`src/rtl/core/w3f_pkg.sv`:
```
// shared types and constants of the 3x3 window filter
`default_nettype none

package w3f_pkg;

  localparam int CH_W        = 8;
  localparam int PIX_W       = 3 * CH_W;
  localparam int WIN_SIZE    = 9;
  localparam int ROW_W       = 12;
  localparam int WIDTH_REG_W = 11;
  localparam int HEIGHT_W    = 13;
  localparam int MIN_DIM     = 3;
  localparam int MAX_HEIGHT  = 4096;
  localparam int QUEUE_DEPTH = 4;
  localparam int ADDR_W      = 4;
  localparam int DATA_W      = 32;
  localparam int SUM_W       = 12;
  localparam int LAP_W       = 11;

  // floor(s / 9) == (s * 7282) >> 16 for every nine-sample sum
  localparam logic [12:0] RECIP_NINE  = 13'd7282;
  localparam int          RECIP_SHIFT = 16;

  // window taps, row major
  localparam int WIN_UP     = 1;
  localparam int WIN_LEFT   = 3;
  localparam int WIN_CENTER = 4;
  localparam int WIN_RIGHT  = 5;
  localparam int WIN_DOWN   = 7;

  localparam logic FILTER_BOX     = 1'b0;
  localparam logic FILTER_LAPLACE = 1'b1;

  typedef logic [PIX_W-1:0] pixel_t;
  typedef pixel_t [WIN_SIZE-1:0] window_t;

  typedef enum logic [1:0] {
    REG_IMAGE_WIDTH  = 2'd0,
    REG_IMAGE_HEIGHT = 2'd1,
    REG_FILTER_MODE  = 2'd2
  } reg_index_t;

  typedef struct packed {
    logic room;
    logic nonempty;
    logic full;
  } queue_status_t;

endpackage

`default_nettype wire

```
`src/rtl/core/w3f_queue.sv`:
```
// short fifo between window assembly and filter arithmetic
`default_nettype none

module w3f_queue
  import w3f_pkg::*;
#(
  parameter int WIDTH = 256,
  parameter int DEPTH = 4
) (
  input  wire logic             clk,
  input  wire logic             rst,
  input  wire logic             push,
  input  wire logic [WIDTH-1:0] wdata,
  input  wire logic             pop,
  output logic      [WIDTH-1:0] rdata,
  output queue_status_t         status
);

  localparam int PW   = $clog2(DEPTH);
  localparam int CNTW = $clog2(DEPTH + 1);

  logic [WIDTH-1:0] slots [DEPTH];
  logic [PW-1:0]    wr_ptr;
  logic [PW-1:0]    rd_ptr;
  logic [CNTW-1:0]  count;

  always_ff @(posedge clk) begin
    if (rst) begin
      wr_ptr <= '0;
      rd_ptr <= '0;
      count  <= '0;
    end else begin
      if (push) begin
        wr_ptr <= (wr_ptr == PW'(DEPTH - 1)) ? '0 : wr_ptr + PW'(1);
      end
      if (pop) begin
        rd_ptr <= (rd_ptr == PW'(DEPTH - 1)) ? '0 : rd_ptr + PW'(1);
      end
      if (push && !pop) begin
        count <= count + CNTW'(1);
      end else if (pop && !push) begin
        count <= count - CNTW'(1);
      end
    end
  end

  always_ff @(posedge clk) begin
    if (push) begin
      slots[wr_ptr] <= wdata;
    end
  end

  assign rdata           = slots[rd_ptr];
  // room for one more item besides the one that may still be in flight
  assign status.room     = count <= CNTW'(DEPTH - 2);
  assign status.nonempty = count != '0;
  assign status.full     = count == CNTW'(DEPTH);

endmodule

`default_nettype wire

```
`config.mk`:
```
export PLATFORM = sky130hd
export DESIGN_NAME = w3f_queue
export DESIGN_NICKNAME = d
export VERILOG_FILES = /design/src/rtl/core/w3f_pkg.sv /design/src/rtl/core/w3f_queue.sv
export SDC_FILE = /design/constraint.sdc
export NUM_CORES = 1
export LEC_CHECK = 0
export BUFFER_PORTS_ARGS = -buffer_cell sky130_fd_sc_hd__buf_2
export CORE_MARGIN = 4
export CORE_UTILIZATION = 35
export CTS_CLUSTER_SIZE = 10
export DETAILED_ROUTE_END_ITERATION = 8
export MAX_ROUTING_LAYER = met4
export PLACE_DENSITY = 0.51
export SETUP_SLACK_MARGIN = 0.4
export SYNTH_ARGS = -nofsm -noshare
export SYNTH_HDL_FRONTEND = slang
export SYNTH_SLANG_ARGS = --single-unit
```
`constraint.sdc`:
```
create_clock -name clk -period 11.5 [get_ports clk]
set_clock_uncertainty 0.15 [all_clocks]
set_input_delay 2.3 -clock clk [delete_from_list [all_inputs] [get_ports clk]]
set_output_delay 2.3 -clock clk [all_outputs]
set_load 0.005 [all_outputs]
```
== Yosys cells after proc, flatten, opt, wreduce, memory -nomap -nowiden ==
Memories as Yosys holds them, arrays and structs flattened. A register that Yosys moved wholly into a read port is not among the register bits.
Index checks and enable logic that the tools add are counted.

* $lt $le $gt $ge: 1
* $mul: 0
* Reduce and logical (&&, ||, !) cells: 6
* Muxes and demuxes: 8
* Bitwise gates (word level): 0
* Divide/modulo/power cells: 0
* $add $sub $neg: 4
* Shift-type cells: 0
* Equal/unequal tests: 3

{| class="wikitable"
|+ Operators with widths
! kind !! count
|-
| $mux 2 || 4
|-
| $mux 3 || 2
|-
| $add 2x1->2 const B || 2
|-
| $eq 2x2->1 const B || 2
|-
| $add 3x1->3 const B || 1
|-
| $eq 3x3->1 const B || 1
|-
| $le 3x2->1 const B || 1
|-
| $reduce_bool 3->1 || 1
|-
| $sub 3x1->3 const B || 1
|-
| $logic_and 1x1->1 || 2
|-
| $logic_not 1->1 || 2
|-
| $mux 1 || 2
|-
| $reduce_bool 2->1 || 1
|}

* Bits in read-only memories: 0
* Bits in latches: 0
* Bits in writable memories: 1024
* Flip-flop bits (word level): 7
* Memories: 1

{| class="wikitable"
|+ Memory list
! name !! depth !! bits a word !! read ports !! clocked after Yosys merged registers in !! write ports !! RTL line !! source
|-
| slots || 4 || 256 || 1 || 1 || 1 || w3f_queue.sv:22 || <nowiki>logic [WIDTH-1:0] slots [DEPTH];</nowiki>
|}

== Longest topological paths before layout ==
* Word-level depth: 4
* Gate-level depth with buffers: 7
* Mapped depth without buffers: 7

== Worst setup path before layout ==
OpenSTA, ideal clock, no wires.

* Path kind: input-to-reg
* From: in push
* To: mem slots[0][0] (enable)
* Arrival time: 8086 ps
* Data required time: 10702 ps
* Setup slack: 2616 ps
* Stages: 1
* Cells stage by stage: and2_1

* Longest elaborated chain between the ends: 2

{| class="wikitable"
|+ Ends and longest elaborated chain
! what !! RTL line !! source
|-
| start, declared || w3f_queue.sv:12 || <nowiki>input wire logic push,</nowiki>
|-
| $mux 1 || w3f_queue.sv:48 || <nowiki>if (push) begin</nowiki>
|-
| $mux 1 (implied by the code) || w3f_queue.sv:49 || <nowiki>slots[wr_ptr] <= wdata;</nowiki>
|-
| end, declared || w3f_queue.sv:22 ||
|}

Every way passes these cells.

==> out/results.ini <==
[outcome]
status = finished clean

[finish]
most_common_cell_after_layout_fill_and_taps_aside = sky130_fd_sc_hd__edfxtp_1
multiInputGateArea_um2 = 6030
post_route_cells_drive_above_1_share_pct = 46.0
finish.utilization_pct = 41.9
nets = 2246
post_layout_nonfiller_instances = 3446
final_area_um2 = 44800
sequential_cell_area_um2 = 30900
num-fill-cells = 9287
final_cell_mix = sky130_fd_sc_hd__edfxtp_1, sky130_fd_sc_hd__buf_2, sky130_fd_sc_hd__mux4_2, sky130_fd_sc_hd__clkbuf_16, sky130_fd_sc_hd__clkbuf_1
syn_to_final_growth_pct = 19.0

[routing]
num_vias = 16700
routed_wire_length_per_instance_um = 23.5
vias_per_cell = 4.84
drc_errors = 0
drt-total-wl_mm = 80.9
drt_pre_antenna_iters = 5
ant_nets = 0
detailedRoute.firstIterationViolations = 961

[clocking]
clock_tree.root_cell = sky130_fd_sc_hd__clkbuf_16
cts-htree-levels = 3
worstSkewPairLatency_ps = 670
clock_slew_at_the_register_clock_pins_of_the_worst_setup_and_hold_paths_ps = 50
buffers_from_clock_root_to_sink_at_most = 3
cts_sinks = 1033
post_cts.repair.setup_buffers = 0
ctsHoldBuffers = 0
cts_tree = built
cts_resized = 0
cts_inserted_buffers = 116

[setup_path]
worst_setup_path_start_kind = flip-flop
cp_slowest_cell = sky130_fd_sc_hd__dfxtp_4
timing.critical_path.to_type = primary output
r2r_setup_slack_ps = 8060
critical-path-top-cell-by-count = sky130_fd_sc_hd__buf_4
worst_ep_arrival_time_ps = 3690
worst-endpoint-required_ps = 9050
crit_end = rdata[171]
r2r_end = slots[0][129]
cell_by_cell_listing_of_the_critical_path = buf_4 -> buf_4 -> mux4_2 -> buf_2
rr_worst_depth = 5
timing.setup.critical_path_class = flip-flop to primary output
critPathMaxFanout = 37
cp_slowest_stage_delay_ps = 730
timing.rr.start = wr_ptr[0]

[synth]
synth_area_leaders = sky130_fd_sc_hd__edfxtp_1, sky130_fd_sc_hd__mux4_2, sky130_fd_sc_hd__buf_12
netlist_instances = 1382
synth_fp_nets = 1649
ys.warnings.count = 0
syn_area_um2 = 37600
synth_largest_type_area_fraction_pct = 81.7
seq_area_frac_synth_pct = 82.2
netlist.top_cell.by_area = sky130_fd_sc_hd__edfxtp_1
synth-seq-cells = 1033
post_synth.cell_area_avg_um2 = 27.2
netlist-cell-type-count = 21

[floorplan]
floorplan_die_area_um2 = 113000
io-pin-count = 519
chipHeight_um = 336
floorplan.initialDensity_pct = 35.2
chipWidth_um = 336
placementRows = 120
core_area_um2 = 107000

[min_path]
path_category_of_the_worst_min_delay_check = flip-flop to flip-flop
hold_path_depth = 2

[global_routing]
global_route_wire_length_before_repair_mm = 119
grt_start_max_net_pins = 125
grt_pass1_vias = 18100
globalRouteTotalUtil_pct = 14.6
gr-total-overflow = 0
antenna_violations_before_repair = 35

[sta]
rsz0062_at_grt = no
timing.slew.headroom_pct = 25.8
fin_crit_ps = 6140
maxSlewViolCount = 0
timing.hold.ws_ps = 407
report.final.hold_viol_count = 0
period_share_pct = 53.4
timing.final.setup_violations = 0
timing_worst_slew_pin_value_ps = 1110
final_critical_path_setup_slack_ps = 5360
fin_tns_setup_ps = 0
fmax_mhz = 163

[power_and_ir_drop]
ir_worst_vdd_v = 0.000131
post-layout-total-power_mw = 8.17
power.density_cell_area_nw_per_um2 = 182
p_leak_nw = 14.7

[placed_design]
hpwl_mm = 49.7
dp_slack_ps = 5890
port_buffers = 518
placement.cell_area_um2 = 41600
dp.cells = 3264
gp_routability_congestion = 0.750

[flow_run]
maxCapViolCount = 0

[routing by layer]
metal | vias to the layer above | global-route usage (%) | wire length (um)
met5 | - | - | 0
met4 | 0 | 5.27 | 2260
met3 | 143 | 4.54 | 5980
met2 | 496 | 24.6 | 42200
met1 | 8806 | 16.6 | 30500
li1 | 7237 | - | -
[state kept, by name (all words and copies together), names as in the netlist, named ones only]
signal	flops
slots	1024
wr_ptr	2
rd_ptr	2
count	3
[worst min path at each step]
stage	from	end	slack, ps
6_report	rd_ptr[1]	flip-flop	410
3_3_place_gp	count[2]	count[2]	340
4_1_cts	rd_ptr[0]	flip-flop	420
5_1_grt	rd_ptr[1]	flip-flop	440
2_1_floorplan	count[2]	count[2]	320
3_5_place_dp	rd_ptr[1]	flip-flop	400
[area by class of cell]
| type | count | share of cell area [%] |
|---|---|---|
| inverters | 4 | 0.0335 |
| multi-input cells | 288 | 13.5 |
| clock inverters | 10 | 0.196 |
| well taps | 1403 | 3.92 |
| repair buffers | 536 | 6.31 |
| diodes | 30 | 0.168 |
| clock buffers | 142 | 6.86 |
| flip-flops and latches | 1033 | 69.1 |
[cells in the mapped netlist]
library cell               count
sky130_fd_sc_hd__buf_12       22
sky130_fd_sc_hd__a21oi_1       3
sky130_fd_sc_hd__buf_2        25
sky130_fd_sc_hd__dfxtp_1       9
sky130_fd_sc_hd__and2_1        4
sky130_fd_sc_hd__fa_1          1
sky130_fd_sc_hd__buf_8         5
sky130_fd_sc_hd__mux2i_1       4
sky130_fd_sc_hd__or3_1         2
sky130_fd_sc_hd__nor3b_1       2
sky130_fd_sc_hd__mux4_2      256
sky130_fd_sc_hd__buf_4         1
sky130_fd_sc_hd__edfxtp_1   1024
sky130_fd_sc_hd__ha_1          6
sky130_fd_sc_hd__nor2_1        7
sky130_fd_sc_hd__buf_6         1
sky130_fd_sc_hd__xor2_1        2
sky130_fd_sc_hd__buf_1         1
sky130_fd_sc_hd__inv_1         4
sky130_fd_sc_hd__clkbuf_1      2
sky130_fd_sc_hd__o21ai_0       1
[power by group]
group / switching [mW] / internal [mW]
sequential: 0.0436 / 4.32
clock: 1.32 / 1.84
combinational: 0.346 / 0.296
total: 1.71 / 6.46
[kinds of logic after synthesis]
group	after synthesis	share of synthesized area (%)
adders and majority gates	7	0.253
DFF	1033	82.2
and+or+nand+nor	15	0.209
AOI/OAI and AO/OA	4	0.0532
buffers and inverters	61	1.82
muxes	260	15.4
xor gates and xnor gates	2	0.0466
[critical path: cells and delay by family (launching register included)]
kind	cells	cell delay, ps
buffers and inverters	3	1540
flip-flops	1	730
multiplexers	1	610
No activity file was read; power rests on OpenSTA's default activity.
