$ cat config.mk
export PLATFORM = sky130hd
export DESIGN_NAME = w3f_back_flat
export DESIGN_NICKNAME = d
export VERILOG_FILES = /design/src/rtl/core/w3f_pkg.sv /design/src/rtl/core/w3f_if.sv /design/src/rtl/core/w3f_back.sv /design/src/flat_wrapper.sv
export SDC_FILE = /design/constraint.sdc
export NUM_CORES = 1
export LEC_CHECK = 0
export BUFFER_PORTS_ARGS = -buffer_cell sky130_fd_sc_hd__clkbuf_2
export CAP_MARGIN = 10
export CORE_ASPECT_RATIO = 0.75
export CORE_MARGIN = 2
export CORE_UTILIZATION = 35
export DETAILED_ROUTE_END_ITERATION = 10
export PLACE_DENSITY_LB_ADDON = 0.12
export SYNTH_ARGS = -nofsm -noshare
export SYNTH_HDL_FRONTEND = slang
export SYNTH_SLANG_ARGS = --single-unit
$ cat constraint.sdc
create_clock -name clk -period 21.1 [get_ports clk]
set_clock_uncertainty 0.1 [all_clocks]
set_input_delay 5.275 -clock clk [delete_from_list [all_inputs] [get_ports clk]]
set_output_delay 5.275 -clock clk [all_outputs]
set_load 0.01 [all_outputs]
$ cat src/rtl/core/w3f_pkg.sv
// shared types and constants of the 3x3 window filter
`default_nettype none

package w3f_pkg;

  localparam int CH_W        = 8;
  localparam int PIX_W       = 3 * CH_W;
  localparam int WIN_SIZE    = 9;
  localparam int ROW_W       = 12;
  localparam int WIDTH_REG_W = 11;
  localparam int HEIGHT_W    = 13;
  localparam int MIN_DIM     = 3;
  localparam int MAX_HEIGHT  = 4096;
  localparam int QUEUE_DEPTH = 4;
  localparam int ADDR_W      = 4;
  localparam int DATA_W      = 32;
  localparam int SUM_W       = 12;
  localparam int LAP_W       = 11;

  // floor(s / 9) == (s * 7282) >> 16 for every nine-sample sum
  localparam logic [12:0] RECIP_NINE  = 13'd7282;
  localparam int          RECIP_SHIFT = 16;

  // window taps, row major
  localparam int WIN_UP     = 1;
  localparam int WIN_LEFT   = 3;
  localparam int WIN_CENTER = 4;
  localparam int WIN_RIGHT  = 5;
  localparam int WIN_DOWN   = 7;

  localparam logic FILTER_BOX     = 1'b0;
  localparam logic FILTER_LAPLACE = 1'b1;

  typedef logic [PIX_W-1:0] pixel_t;
  typedef pixel_t [WIN_SIZE-1:0] window_t;

  typedef enum logic [1:0] {
    REG_IMAGE_WIDTH  = 2'd0,
    REG_IMAGE_HEIGHT = 2'd1,
    REG_FILTER_MODE  = 2'd2
  } reg_index_t;

  typedef struct packed {
    logic room;
    logic nonempty;
    logic full;
  } queue_status_t;

endpackage

`default_nettype wire

$ cat src/rtl/core/w3f_if.sv
// stream interfaces for pixels in and filtered results out
`default_nettype none


interface w3f_res_if #(
  parameter int COL_W = 10
);
  logic             valid;
  logic             ready;
  logic [7:0]       out_red;
  logic [7:0]       out_green;
  logic [7:0]       out_blue;
  logic [11:0]      out_row;
  logic [COL_W-1:0] out_col;
  logic             last_pixel;

  modport source (output valid, output out_red, output out_green, output out_blue,
                  output out_row, output out_col, output last_pixel, input ready);
  modport sink (input valid, input out_red, input out_green, input out_blue,
                input out_row, input out_col, input last_pixel, output ready);
endinterface

`default_nettype wire

$ cat src/rtl/core/w3f_back.sv
// back end: box average or laplace per channel, result register
`default_nettype none

module w3f_back
  import w3f_pkg::*;
#(
  parameter int COL_W = 10
) (
  input  wire logic             clk,
  input  wire logic             rst,
  input  wire logic             filter_mode,
  input  wire window_t          head_win,
  input  wire logic [ROW_W-1:0] head_row,
  input  wire logic [COL_W-1:0] head_col,
  input  wire logic             head_last,
  input  wire logic             head_valid,
  output logic                  pop,
  w3f_res_if.source             result
);

  logic                        b1_valid;
  logic [2:0][SUM_W-1:0]       b1_sum;
  logic [2:0][LAP_W-1:0]       b1_lap;
  logic [ROW_W-1:0]            b1_row;
  logic [COL_W-1:0]            b1_col;
  logic                        b1_last;
  logic                        b1_en;
  logic                        b2_en;

  logic [2:0][SUM_W-1:0]       sum_next;
  logic [2:0][LAP_W-1:0]       lap_next;
  logic [2:0][CH_W-1:0]        px_next;

  assign b2_en = !result.valid || result.ready;
  assign b1_en = !b1_valid || b2_en;
  assign pop   = head_valid && b1_en;

  // stage 1: nine-sample sum and signed laplace per channel
  always_comb begin
    for (int ch = 0; ch < 3; ch++) begin
      sum_next[ch] = '0;
      for (int i = 0; i < WIN_SIZE; i++) begin
        sum_next[ch] = sum_next[ch] + SUM_W'(head_win[i][CH_W*ch +: CH_W]);
      end
      lap_next[ch] = {1'b0, head_win[WIN_CENTER][CH_W*ch +: CH_W], 2'b00}
                   - LAP_W'(head_win[WIN_UP][CH_W*ch +: CH_W])
                   - LAP_W'(head_win[WIN_DOWN][CH_W*ch +: CH_W])
                   - LAP_W'(head_win[WIN_LEFT][CH_W*ch +: CH_W])
                   - LAP_W'(head_win[WIN_RIGHT][CH_W*ch +: CH_W]);
    end
  end

  // stage 2: divide by nine through the reciprocal, clamp the laplace
  always_comb begin
    logic [SUM_W+12:0]       prod;
    logic signed [LAP_W-1:0] lap;
    for (int ch = 0; ch < 3; ch++) begin
      prod = b1_sum[ch] * RECIP_NINE;
      lap  = $signed(b1_lap[ch]);
      if (filter_mode == FILTER_LAPLACE) begin
        if (lap < 0) begin
          px_next[ch] = '0;
        end else if (lap > LAP_W'(255)) begin
          px_next[ch] = '1;
        end else begin
          px_next[ch] = lap[CH_W-1:0];
        end
      end else begin
        px_next[ch] = prod[RECIP_SHIFT +: CH_W];
      end
    end
  end

  always_ff @(posedge clk) begin
    if (rst) begin
      b1_valid     <= 1'b0;
      result.valid <= 1'b0;
    end else begin
      if (b1_en) begin
        b1_valid <= head_valid;
      end
      if (b2_en) begin
        result.valid <= b1_valid;
      end
    end
  end

  always_ff @(posedge clk) begin
    if (pop) begin
      b1_sum  <= sum_next;
      b1_lap  <= lap_next;
      b1_row  <= head_row;
      b1_col  <= head_col;
      b1_last <= head_last;
    end
    if (b2_en && b1_valid) begin
      result.out_red    <= px_next[0];
      result.out_green  <= px_next[1];
      result.out_blue   <= px_next[2];
      result.out_row    <= b1_row;
      result.out_col    <= b1_col;
      result.last_pixel <= b1_last;
    end
  end

endmodule

`default_nettype wire

$ cat src/flat_wrapper.sv
// flat-port wrapper written by rule: the top's interface ports become plain ports
module w3f_back_flat import w3f_pkg::*;
#(
  parameter int COL_W = 10
)
  (clk, rst, filter_mode, head_win, head_row, head_col, head_last, head_valid, pop, result_valid, result_out_red, result_out_green, result_out_blue, result_out_row, result_out_col, result_last_pixel, result_ready);
  w3f_res_if #(.COL_W(COL_W)) result_i ();
  input  wire logic clk;
  input  wire logic rst;
  input  wire logic filter_mode;
  input  wire window_t head_win;
  input  wire logic [ROW_W-1:0] head_row;
  input  wire logic [COL_W-1:0] head_col;
  input  wire logic head_last;
  input  wire logic head_valid;
  output logic pop;
  output wire logic [$bits(result_i.valid)-1:0] result_valid;
  output wire logic [$bits(result_i.out_red)-1:0] result_out_red;
  output wire logic [$bits(result_i.out_green)-1:0] result_out_green;
  output wire logic [$bits(result_i.out_blue)-1:0] result_out_blue;
  output wire logic [$bits(result_i.out_row)-1:0] result_out_row;
  output wire logic [$bits(result_i.out_col)-1:0] result_out_col;
  output wire logic [$bits(result_i.last_pixel)-1:0] result_last_pixel;
  input wire logic [$bits(result_i.ready)-1:0] result_ready;
  assign result_valid = result_i.valid;
  assign result_out_red = result_i.out_red;
  assign result_out_green = result_i.out_green;
  assign result_out_blue = result_i.out_blue;
  assign result_out_row = result_i.out_row;
  assign result_out_col = result_i.out_col;
  assign result_last_pixel = result_i.last_pixel;
  assign result_i.ready = result_ready;
  w3f_back #(.COL_W(COL_W)) u_core (.clk(clk), .rst(rst), .filter_mode(filter_mode), .head_win(head_win), .head_row(head_row), .head_col(head_col), .head_last(head_last), .head_valid(head_valid), .pop(pop), .result(result_i));
endmodule
; ---- Word-level counts from Yosys, hierarchy flattened
; Cells that the tools add are included.
[op_classes]
magnitude_cmp = 6
bitwise = 0
multipliers = 3
n_addsub = 36
div_mod_pow = 0
eq_ne = 0
reduce_logical = 6
n_shift = 0
muxes = 9
[op_table]
columns = op, n
row1 = adder 12 x 8 -> 12 bit, 21
row2 = subtractor 11 x 8 -> 11 bit, 9
row3 = two-way mux 8 bit, 9
row4 = "multiplier 12 x 12 -> 23 bit, second input constant", 3
row5 = "> comparator 11 x 9 -> 1 bit, second input constant", 3
row6 = "< comparator 11 x 1 -> 1 bit, second input constant", 3
row7 = subtractor 10 x 8 -> 11 bit, 3
row8 = adder 8 x 8 -> 9 bit, 3
row9 = logical AND 1 bit, 2
row10 = zero test 1 bit, 2
row11 = logical OR 1 bit, 2
[word_totals]
reg_bits = 141
output_inout_bits = 49
n_memories = 0
romBits = 0
in_bits = 244
elab_cells = 77
latch_bits = 0
ram_bits = 0

; ---- Logic depth before layout (Yosys ltp)
; Gate-level depths: netlist (run 1).
[depth]
depth_word = 8
ltp_mapped = 21
depth_no_buf = 21

; ---- Worst setup path after synthesis (run 1)
; No wires, ideal clock.
[synth_path]
path_kind = input to output
startpoint = input port result_ready
endpoint = output port pop
path_buffers = 0
t_required_ns = 15.725
setup_slack_ns = 3.498
t_arrival_ns = 12.227
path_stages = 2
cell_sequence = nor2b_1 -> a21boi_0
[synth_between]
elab_chain_len = 3
[synth_lines]
columns = item, line
row1 = from (decl), flat_wrapper.sv:24  ; input wire logic [$bits(result_i.ready)-1:0] result_ready;
row2 = logical OR 1 bit, w3f_back.sv:34  ; assign b2_en = !result.valid || result.ready;
row3 = logical OR 1 bit, w3f_back.sv:35  ; assign b1_en = !b1_valid || b2_en;
row4 = logical AND 1 bit, w3f_back.sv:36  ; assign pop = head_valid && b1_en;
row5 = to (decl), flat_wrapper.sv:16  ; output logic pop;
; Every way passes these cells.

; ---- Worst setup path in the final report (run 1)
; Ends and elaborated chain as after synthesis.

==> flow_summary.toml, run 1 <==
[critical_path]
slowest_delay_ns = 0.42
critPathLaunch = "result_ready"
reg2reg_from = "u_core.b1_sum[21]"
worstPathArrival_ns = 6.39
crit_slowest_cell = "nor2b_1"
startpoint_type = "primary input"
critPathCaptureType = "primary output"
ff2ff_path_depth = 17
cp_cell_sequence = "clkbuf_2 -> nor2b_1 -> a21boi_4 -> buf_4 -> clkbuf_2"
required_ns = 15.73
crit_top_cell = "clkbuf_2"
path_max_fanout = 37
criticalPathCategory = "in2out"

[global_routing]
grt_pass1_vias = 13500
grt_max_degree = 62
grt_use_total_pct = 15.6
grt_first_pass_wirelength_um = 69200
antenna_found_initial = 0
gr-total-overflow = 0

[sta]
setup_viol = 0
whs_ns = 0.318
fmax_mhz = 85.0
relSlewSlack_pct = 48.2
hold_viol = 0
grt_setup_unrepaired = "false"
worstMarginPinSlew_ns = 0.777
fin_crit_sh_pct = 55.8
finalSetupTns_ns = 0
slew_violations = 0
fin_crit_ns = 11.77

[logic_synthesis]
synth_area_per_cell_um2 = 10.8
synth-simple-area-share_pct = 4.58
dominantRegCellSynth = "edfxtp_1"
synth_compound_area_share_pct = 7.45
synthXorXnorAreaFrac_pct = 3.91
synthTopCellsByCount = "inv_1 (515), fa_1 (303), ha_1 (297), edfxtp_1 (139)"
seq_area_frac_synth_pct = 22.1
synthMuxAreaShare_pct = 0.171
synth_top_area_share_pct = 31.9
synth_top_family_by_area = "adder cells"
syn_inst = 1768
yosysWarningCount = 0
synth.most_common_cell = "inv_1"
yosys_register_bits = 141
ys_types = 53
synth_edf_count = 139
syn-num-nets = 2612
syn_area_um2 = 19000
async_reset_ff_share_pct = 0
synth-adder-area-share_pct = 51.4
ys_top_cells_by_area = "fa_1 (32%), edfxtp_1 (22%), ha_1 (20%), inv_1 (10%), xnor2_1 (2.6%)"
synth.largest_area_cell = "fa_1"

[flow_run]
maxCapViolations = 0

[cts]
clkSlewWorstSetupHoldPaths_ns = 0.06
hold_buffers = 0
htree_levels = 4
clk_path_buf_depth = 2
ctsResizeCount = 0
cts.sinks = 141
cts_tree = "yes"
cts_buffers = 17
cts_root_buf = "clkbuf_16"
postCtsSetupBuffers = 0
clk-insertion-delay-late_ns = 0.45

[drt]
num_vias = 12400
drt_iter0_markers = 483
ant_nets = 0
via_per_inst = 4.44
routed_wl_um = 41600
drc = 0
drtPass1Iterations = 5
routedWlPerCell_um = 14.8

[cells_and_area]
nFillCells = 5340
drive_gt1_share_pct = 16.3
diodes = 0
fin_cells = 2806
nNetsFinal = 2915
utilization_pct = 40.7
syn_to_final_growth_pct = 15.6

[place]
dp.final_hpwl_um = 37100
routabilityCongestion = 0.856
port_buffers = 292
dp_cells = 2774

[floorplanning]
dieArea_um2 = 56300
pin_count = 293
die_w_um = 273
core_area_um2 = 54100
die_y_um = 206
rows = 74
start_util_pct = 35.2

[hold_path]
hp-class = "reg2reg"
min_from = "u_core.b1_col[9]"
min_delay_path_depth = 0

[run_status]
status = "finished, final reports clean"
## routing by layer
| metal | global-route usage [%] | vias to the layer above | part of all wire, % |
|---|---|---|---|
| met5 | 0 | - | 0 |
| met4 | 2.09 | 0 | 0.40 |
| met3 | 2.18 | 8 | 2.7 |
| met2 | 24.3 | 159 | 44 |
| met1 | 23.6 | 6084 | 53 |
| li1 | - | 6195 | - |
## metrics by stage
step	area [um^2]	worst slack, ns
floorplan	19000	3.50
global placement	21400	9.35
detailed placement	21400	9.30
CTS	22000	9.29
global route	22000	9.25
finish	22000	9.33
## critical path: cells and delay by family
family,cells,cell delay (ns)
buf+inv,3,0.59
simple gates,1,0.42
compound gates,1,0.10
## state kept, by name (all words and copies together), names as in the netlist
signal	cells
u_core.result.out_red	8
u_core.b1_sum	36
u_core.result.out_blue	8
u_core.b1_row	12
u_core.result.out_row	12
u_core.b1_last	1
u_core.result.out_green	8
u_core.result.out_col	10
u_core.b1_lap	33
u_core.result.last_pixel	1
u_core.result.valid	1
u_core.b1_col	10
u_core.b1_valid	1
## layout by cell type, fill, tap and decap left out, types with 49 or more instances in the layout
master	n
inv_1	515
fa_1	303
ha_1	297
clkbuf_2	292
edfxtp_1	139
nor2_1	73
a21oi_1	73
xnor2_1	56
o21ai_0	53
nand2_1	49
## logic make-up after synthesis
family | after synthesis
fa+ha+maj | 600
buf+inv | 527
compound gates | 225
simple gates | 187
flops | 141
xor+xnor | 85
mux | 3
## final cells by class
type,count,area (um^2),area share (%)
flip-flops and latches,141,4210,19.1
inverters,515,1930,8.78
multi-input cells,1100,12900,58.4
well taps,722,903,4.10
repair buffers,296,1490,6.77
clock inverters,14,181,0.824
clock buffers,18,429,1.95
## final timing paths
path	end	slack, ns
worst max register to register	u_core.result.out_green[7]	15.58
worst min-delay path	u_core.result.out_col[9]	0.32
worst min register to register	u_core.result.out_col[9]	0.32
worst max-delay path	pop	9.33
Power of run 1 is left out: the tool's default activity adds up to more than one toggle a clock period on the data nets, which glitch-free logic cannot reach.
==> run 2: changes to the inputs <==
==> constraint.sdc (replaced) <==
create_clock -name clk -period 10.7 [get_ports clk]
set_clock_uncertainty 0.1 [all_clocks]
set_input_delay 2.675 -clock clk [delete_from_list [all_inputs] [get_ports clk]]
set_output_delay 2.675 -clock clk [all_outputs]
set_load 0.01 [all_outputs]
==> flow_summary.toml, run 2 (same netlist as run 1, synthesis figures left out) <==
[run_status]
status = "finished, final reports clean"

[global_routing]
grt_use_total_pct = 16.0
grt_first_pass_wirelength_um = 70700
grt_max_degree = 62
gr-total-overflow = 0
antenna_found_initial = 0
grt_pass1_vias = 13600

[cts]
postCtsSetupBuffers = 0
cts_root_buf = "clkbuf_16"
cts_tree = "yes"
ctsResizeCount = 0
cts_buffers = 17
clk_path_buf_depth = 2
clk-insertion-delay-late_ns = 0.44
cts.sinks = 141
htree_levels = 4
clkSlewWorstSetupHoldPaths_ns = 0.06
hold_buffers = 0

[drt]
routedWlPerCell_um = 15.1
drc = 0
num_vias = 12500
via_per_inst = 4.46
drt_iter0_markers = 595
drtPass1Iterations = 4
routed_wl_um = 42300
ant_nets = 0

[critical_path]
r2r_slack_ns = 5.29
critPathCaptureType = "flop"
critical_path_buf_inv_count = 4
cp_cell_sequence = "clkbuf_2 -> ha_1 -> inv_1 -> fa_1 -> nor2b_1 -> o21ai_0 -> a21boi_0 -> nor2_1 -> fa_1 -> inv_1 -> fa_1 -> fa_1 -> inv_1 -> fa_1 -> ha_1 -> a21oi_1 -> o21bai_1 -> a21o_1 -> a21oi_1 -> o21ai_0 -> xor2_1"
criticalPathCategory = "in2reg"
critPathLaunch = "head_win[40]"
crit_top_cell = "fa_1"
path_max_fanout = 3
required_ns = 10.77
slowest_delay_ns = 0.49
startpoint_type = "primary input"
crit_slowest_cell = "fa_1"
reg2reg_from = "u_core.b1_sum[20]"
path_delay_family = "adder cells"
worstPathArrival_ns = 7.36

[cells_and_area]
reg_top3 = "u_core.b1_sum: 36 flops, u_core.b1_lap: 33 flops"
syn_to_final_growth_pct = 15.5
drive_gt1_share_pct = 16.3
regMostFlops = "u_core.b1_sum"
nNetsFinal = 2915
largest_reg_flops = 36
diodes = 0
layout_common_cells = "inv_1 (515), fa_1 (303), ha_1 (297)"
layout_commonest_cell = "inv_1"

[floorplanning]
start_util_pct = 35.2
die_w_um = 273
core_area_um2 = 54100
die_y_um = 206
dieArea_um2 = 56300
pin_count = 293
rows = 74

[place]
routabilityCongestion = 0.840
dp.final_hpwl_um = 37900
port_buffers = 292

[sta]
slew_violations = 0
fmax_mhz = 137
grt_setup_unrepaired = "false"
finalSetupTns_ns = 0
relSlewSlack_pct = 53.0
hold_viol = 0
worstMarginPinSlew_ns = 0.704
setup_viol = 0
fin_crit_sh_pct = 68.2
fin_crit_ns = 7.29

[flow_run]
maxCapViolations = 0

[hold_path]
min_from = "u_core.b1_row[8]"
hp-class = "reg2reg"
-- run 2: cell count changes in the layout (fill, tap and decap cells not counted), sizes merged --
cell / previous run / this run
clkbuf: 310 / 309
inv: 520 / 522
bufinv: 3 / 1
clkinvlp: 2 / 3
-- run 2: cell type report --
type / count / area, um^2
clock buffer: 17 / 425
clock inverter: 15 / 156
fill: 5289 / 32100
inverter: 515 / 1930
multi-input combinational: 1100 / 12900
sequential: 141 / 4210
tap: 722 / 903
timing repair buffer: 296 / 1490
-- run 2: stage by stage --
step / setup slack (ns) / hold slack, ns / cell area [um^2] / cells / utilization, %
finish: 3.41 / 0.318 / 22000 / 2806 / 40.7
global route: 3.04 / 0.325 / 22000 / 2806 / 40.7
CTS: 3.44 / 0.321 / 22000 / 2806 / 40.7
detailed placement: 2.96 / 0.306 / 21400 / 2774 / 39.6
global placement: 3.03 / 0.301 / 21400 / 2774 / 39.6
floorplan: 0.689 / 0.300 / 19000 / 1768 / -
-- run 2: worst paths after layout --
check | endpoint | cells past startpoint
worst max-delay path | u_core.b1_sum[34] | 21
worst min register to register | u_core.result.out_row[8] | 0
worst min-delay path | u_core.result.out_row[8] | 0
worst max register to register | u_core.result.out_green[6] | 17
-- run 2: per-layer routing --
metal  GRT usage, %  vias to the layer above  wire (um)  share of wire (%)
met5              0                        -          0                  0
met4           2.56                        0        410               0.97
met3           2.31                       23       1380                3.2
met2           24.8                      192      18400                 43
met1           24.0                     6114      22200                 52
li1               -                     6194          -                  -
-- run 2: worst reg2reg max path, delay by kind of cell, from the launching register on --
| family | cells | cell delay (ns) |
|---|---|---|
| fa+ha+maj | 6 | 2.66 |
| compound gates | 6 | 1.40 |
| flops | 1 | 0.52 |
| simple gates | 1 | 0.23 |
| buf+inv | 4 | 0.22 |
Power of run 2 is left out for the same reason.
==> run 3: changes to the inputs <==
==> constraint.sdc (replaced) <==
create_clock -name clk -period 6.7 [get_ports clk]
set_clock_uncertainty 0.1 [all_clocks]
set_input_delay 1.675 -clock clk [delete_from_list [all_inputs] [get_ports clk]]
set_output_delay 1.675 -clock clk [all_outputs]
set_load 0.01 [all_outputs]
==> flow_summary.toml, run 3 (same netlist as run 1, synthesis figures left out) <==
[cells_and_area]
multi_input_area_um2 = 12900
nFillCells = 5343
layout_commonest_cell = "inv_1"
layout_common_cells = "inv_1 (515), fa_1 (303), ha_1 (297)"
fin_area_um2 = 22000
diodes = 0
nNetsFinal = 2921
fin_cells = 2812
register_area_um2 = 4210
largest_reg_flops = 36
reg_top3 = "u_core.b1_sum: 36 flops, u_core.b1_lap: 33 flops"
regMostFlops = "u_core.b1_sum"
syn_to_final_growth_pct = 15.6
drive_gt1_share_pct = 16.5

[hold_path]
hp-class = "reg2reg"

[critical_path]
worstPathArrival_ns = 6.37
r2r_slack_ns = 1.20
required_ns = 6.77
path_max_fanout = 3
critPathCaptureType = "flop"
startpoint_type = "primary input"
criticalPathCategory = "in2reg"

[cts]
cts_buffers = 17
clk_path_buf_depth = 2
cts_root_buf = "clkbuf_16"
postCtsSetupBuffers = 0
clkSlewWorstSetupHoldPaths_ns = 0.06
ctsResizeCount = 0
htree_levels = 4
cts.sinks = 141
hold_buffers = 0
clk-insertion-delay-late_ns = 0.44
cts_tree = "yes"

[floorplanning]
die_w_um = 273
pin_count = 293
dieArea_um2 = 56300
rows = 74
start_util_pct = 35.2
die_y_um = 206
core_area_um2 = 54100

[place]
place_area_um2 = 21500
dp_slack_ns = -0.00772
dp_cells = 2780
port_buffers = 292
routabilityCongestion = 0.826
dp.final_hpwl_um = 37700

[sta]
fmax_mhz = 159
fin_crit_sh_pct = 94.2
hold_viol = 0
relSlewSlack_pct = 48.5
worstMarginPinSlew_ns = 0.773
setup_viol = 0
finalWorstSetupSlack_ns = 0.392
slew_violations = 0
fin_crit_ns = 6.31
grt_setup_unrepaired = "false"

[flow_run]
maxCapViolations = 0

[global_routing]
grt_first_pass_wirelength_um = 70600
grt_pass1_vias = 13800
gr-total-overflow = 0
antenna_found_initial = 0
grt_use_total_pct = 15.9
grt_max_degree = 56

[run_status]
status = "finished, final reports clean"

[drt]
ant_nets = 0
drtPass1Iterations = 5
drt_iter0_markers = 533
drc = 0
num_vias = 12600
routed_wl_um = 42100
via_per_inst = 4.47
routedWlPerCell_um = 15.0
run 3: cell types whose count changed in the layout (fill, tap and decap cells not counted), sizes merged:
cell,delta
buf,+6
clkinvlp,+3
clkinv,-2
inv,-2
clkbuf,+1
run 3: layout make-up:
type,instances,share of cell area (%)
clock buffer,18,1.95
clock inverter,14,0.608
inverter,515,8.78
multi-input combinational,1100,58.4
sequential,141,19.1
tap,722,4.10
timing repair buffer,302,6.98
run 3: final timing paths:
check / start / to / depth (start not counted)
max: head_win[40] / u_core.b1_sum[34] / 21
min: u_core.b1_row[11] / u_core.result.out_row[11] / 0
max reg2reg: u_core.b1_sum[20] / u_core.result.out_green[7] / 17
min reg2reg: u_core.b1_row[11] / u_core.result.out_row[11] / 0
run 3: metal layers:
metal | track usage (%) | vias to the layer above | routed length (um)
li1 | - | 6199 | -
met1 | 24.0 | 6171 | 22200
met2 | 24.7 | 170 | 18300
met3 | 2.43 | 20 | 1290
met4 | 2.44 | 0 | 276
met5 | 0 | - | 0
run 3: worst max-delay path, stage by stage:
cell	delay, ns
clkbuf_2	0.11
ha_1	0.18
inv_1	0.06
fa_1	0.41
nor2b_1	0.14
o21ai_0	0.13
a21boi_0	0.29
nor2_1	0.10
fa_1	0.48
inv_1	0.05
fa_1	0.45
fa_1	0.49
inv_1	0.05
fa_1	0.44
ha_1	0.33
a21oi_1	0.17
o21bai_1	0.11
a21o_1	0.20
a21oi_1	0.17
o21ai_0	0.15
xor2_1	0.17
run 3: metrics by stage:
step / util, % / TNS, ns / hold slack [ns]
after floorplan: - / 0 / 0.300
after global placement: 39.7 / 0 / 0.301
after detailed placement: 39.7 / -0.00813 / 0.305
after CTS: 40.7 / 0 / 0.322
after global routing: 40.7 / 0 / 0.326
final: 40.7 / 0 / 0.320
Power of run 3 is left out for the same reason.
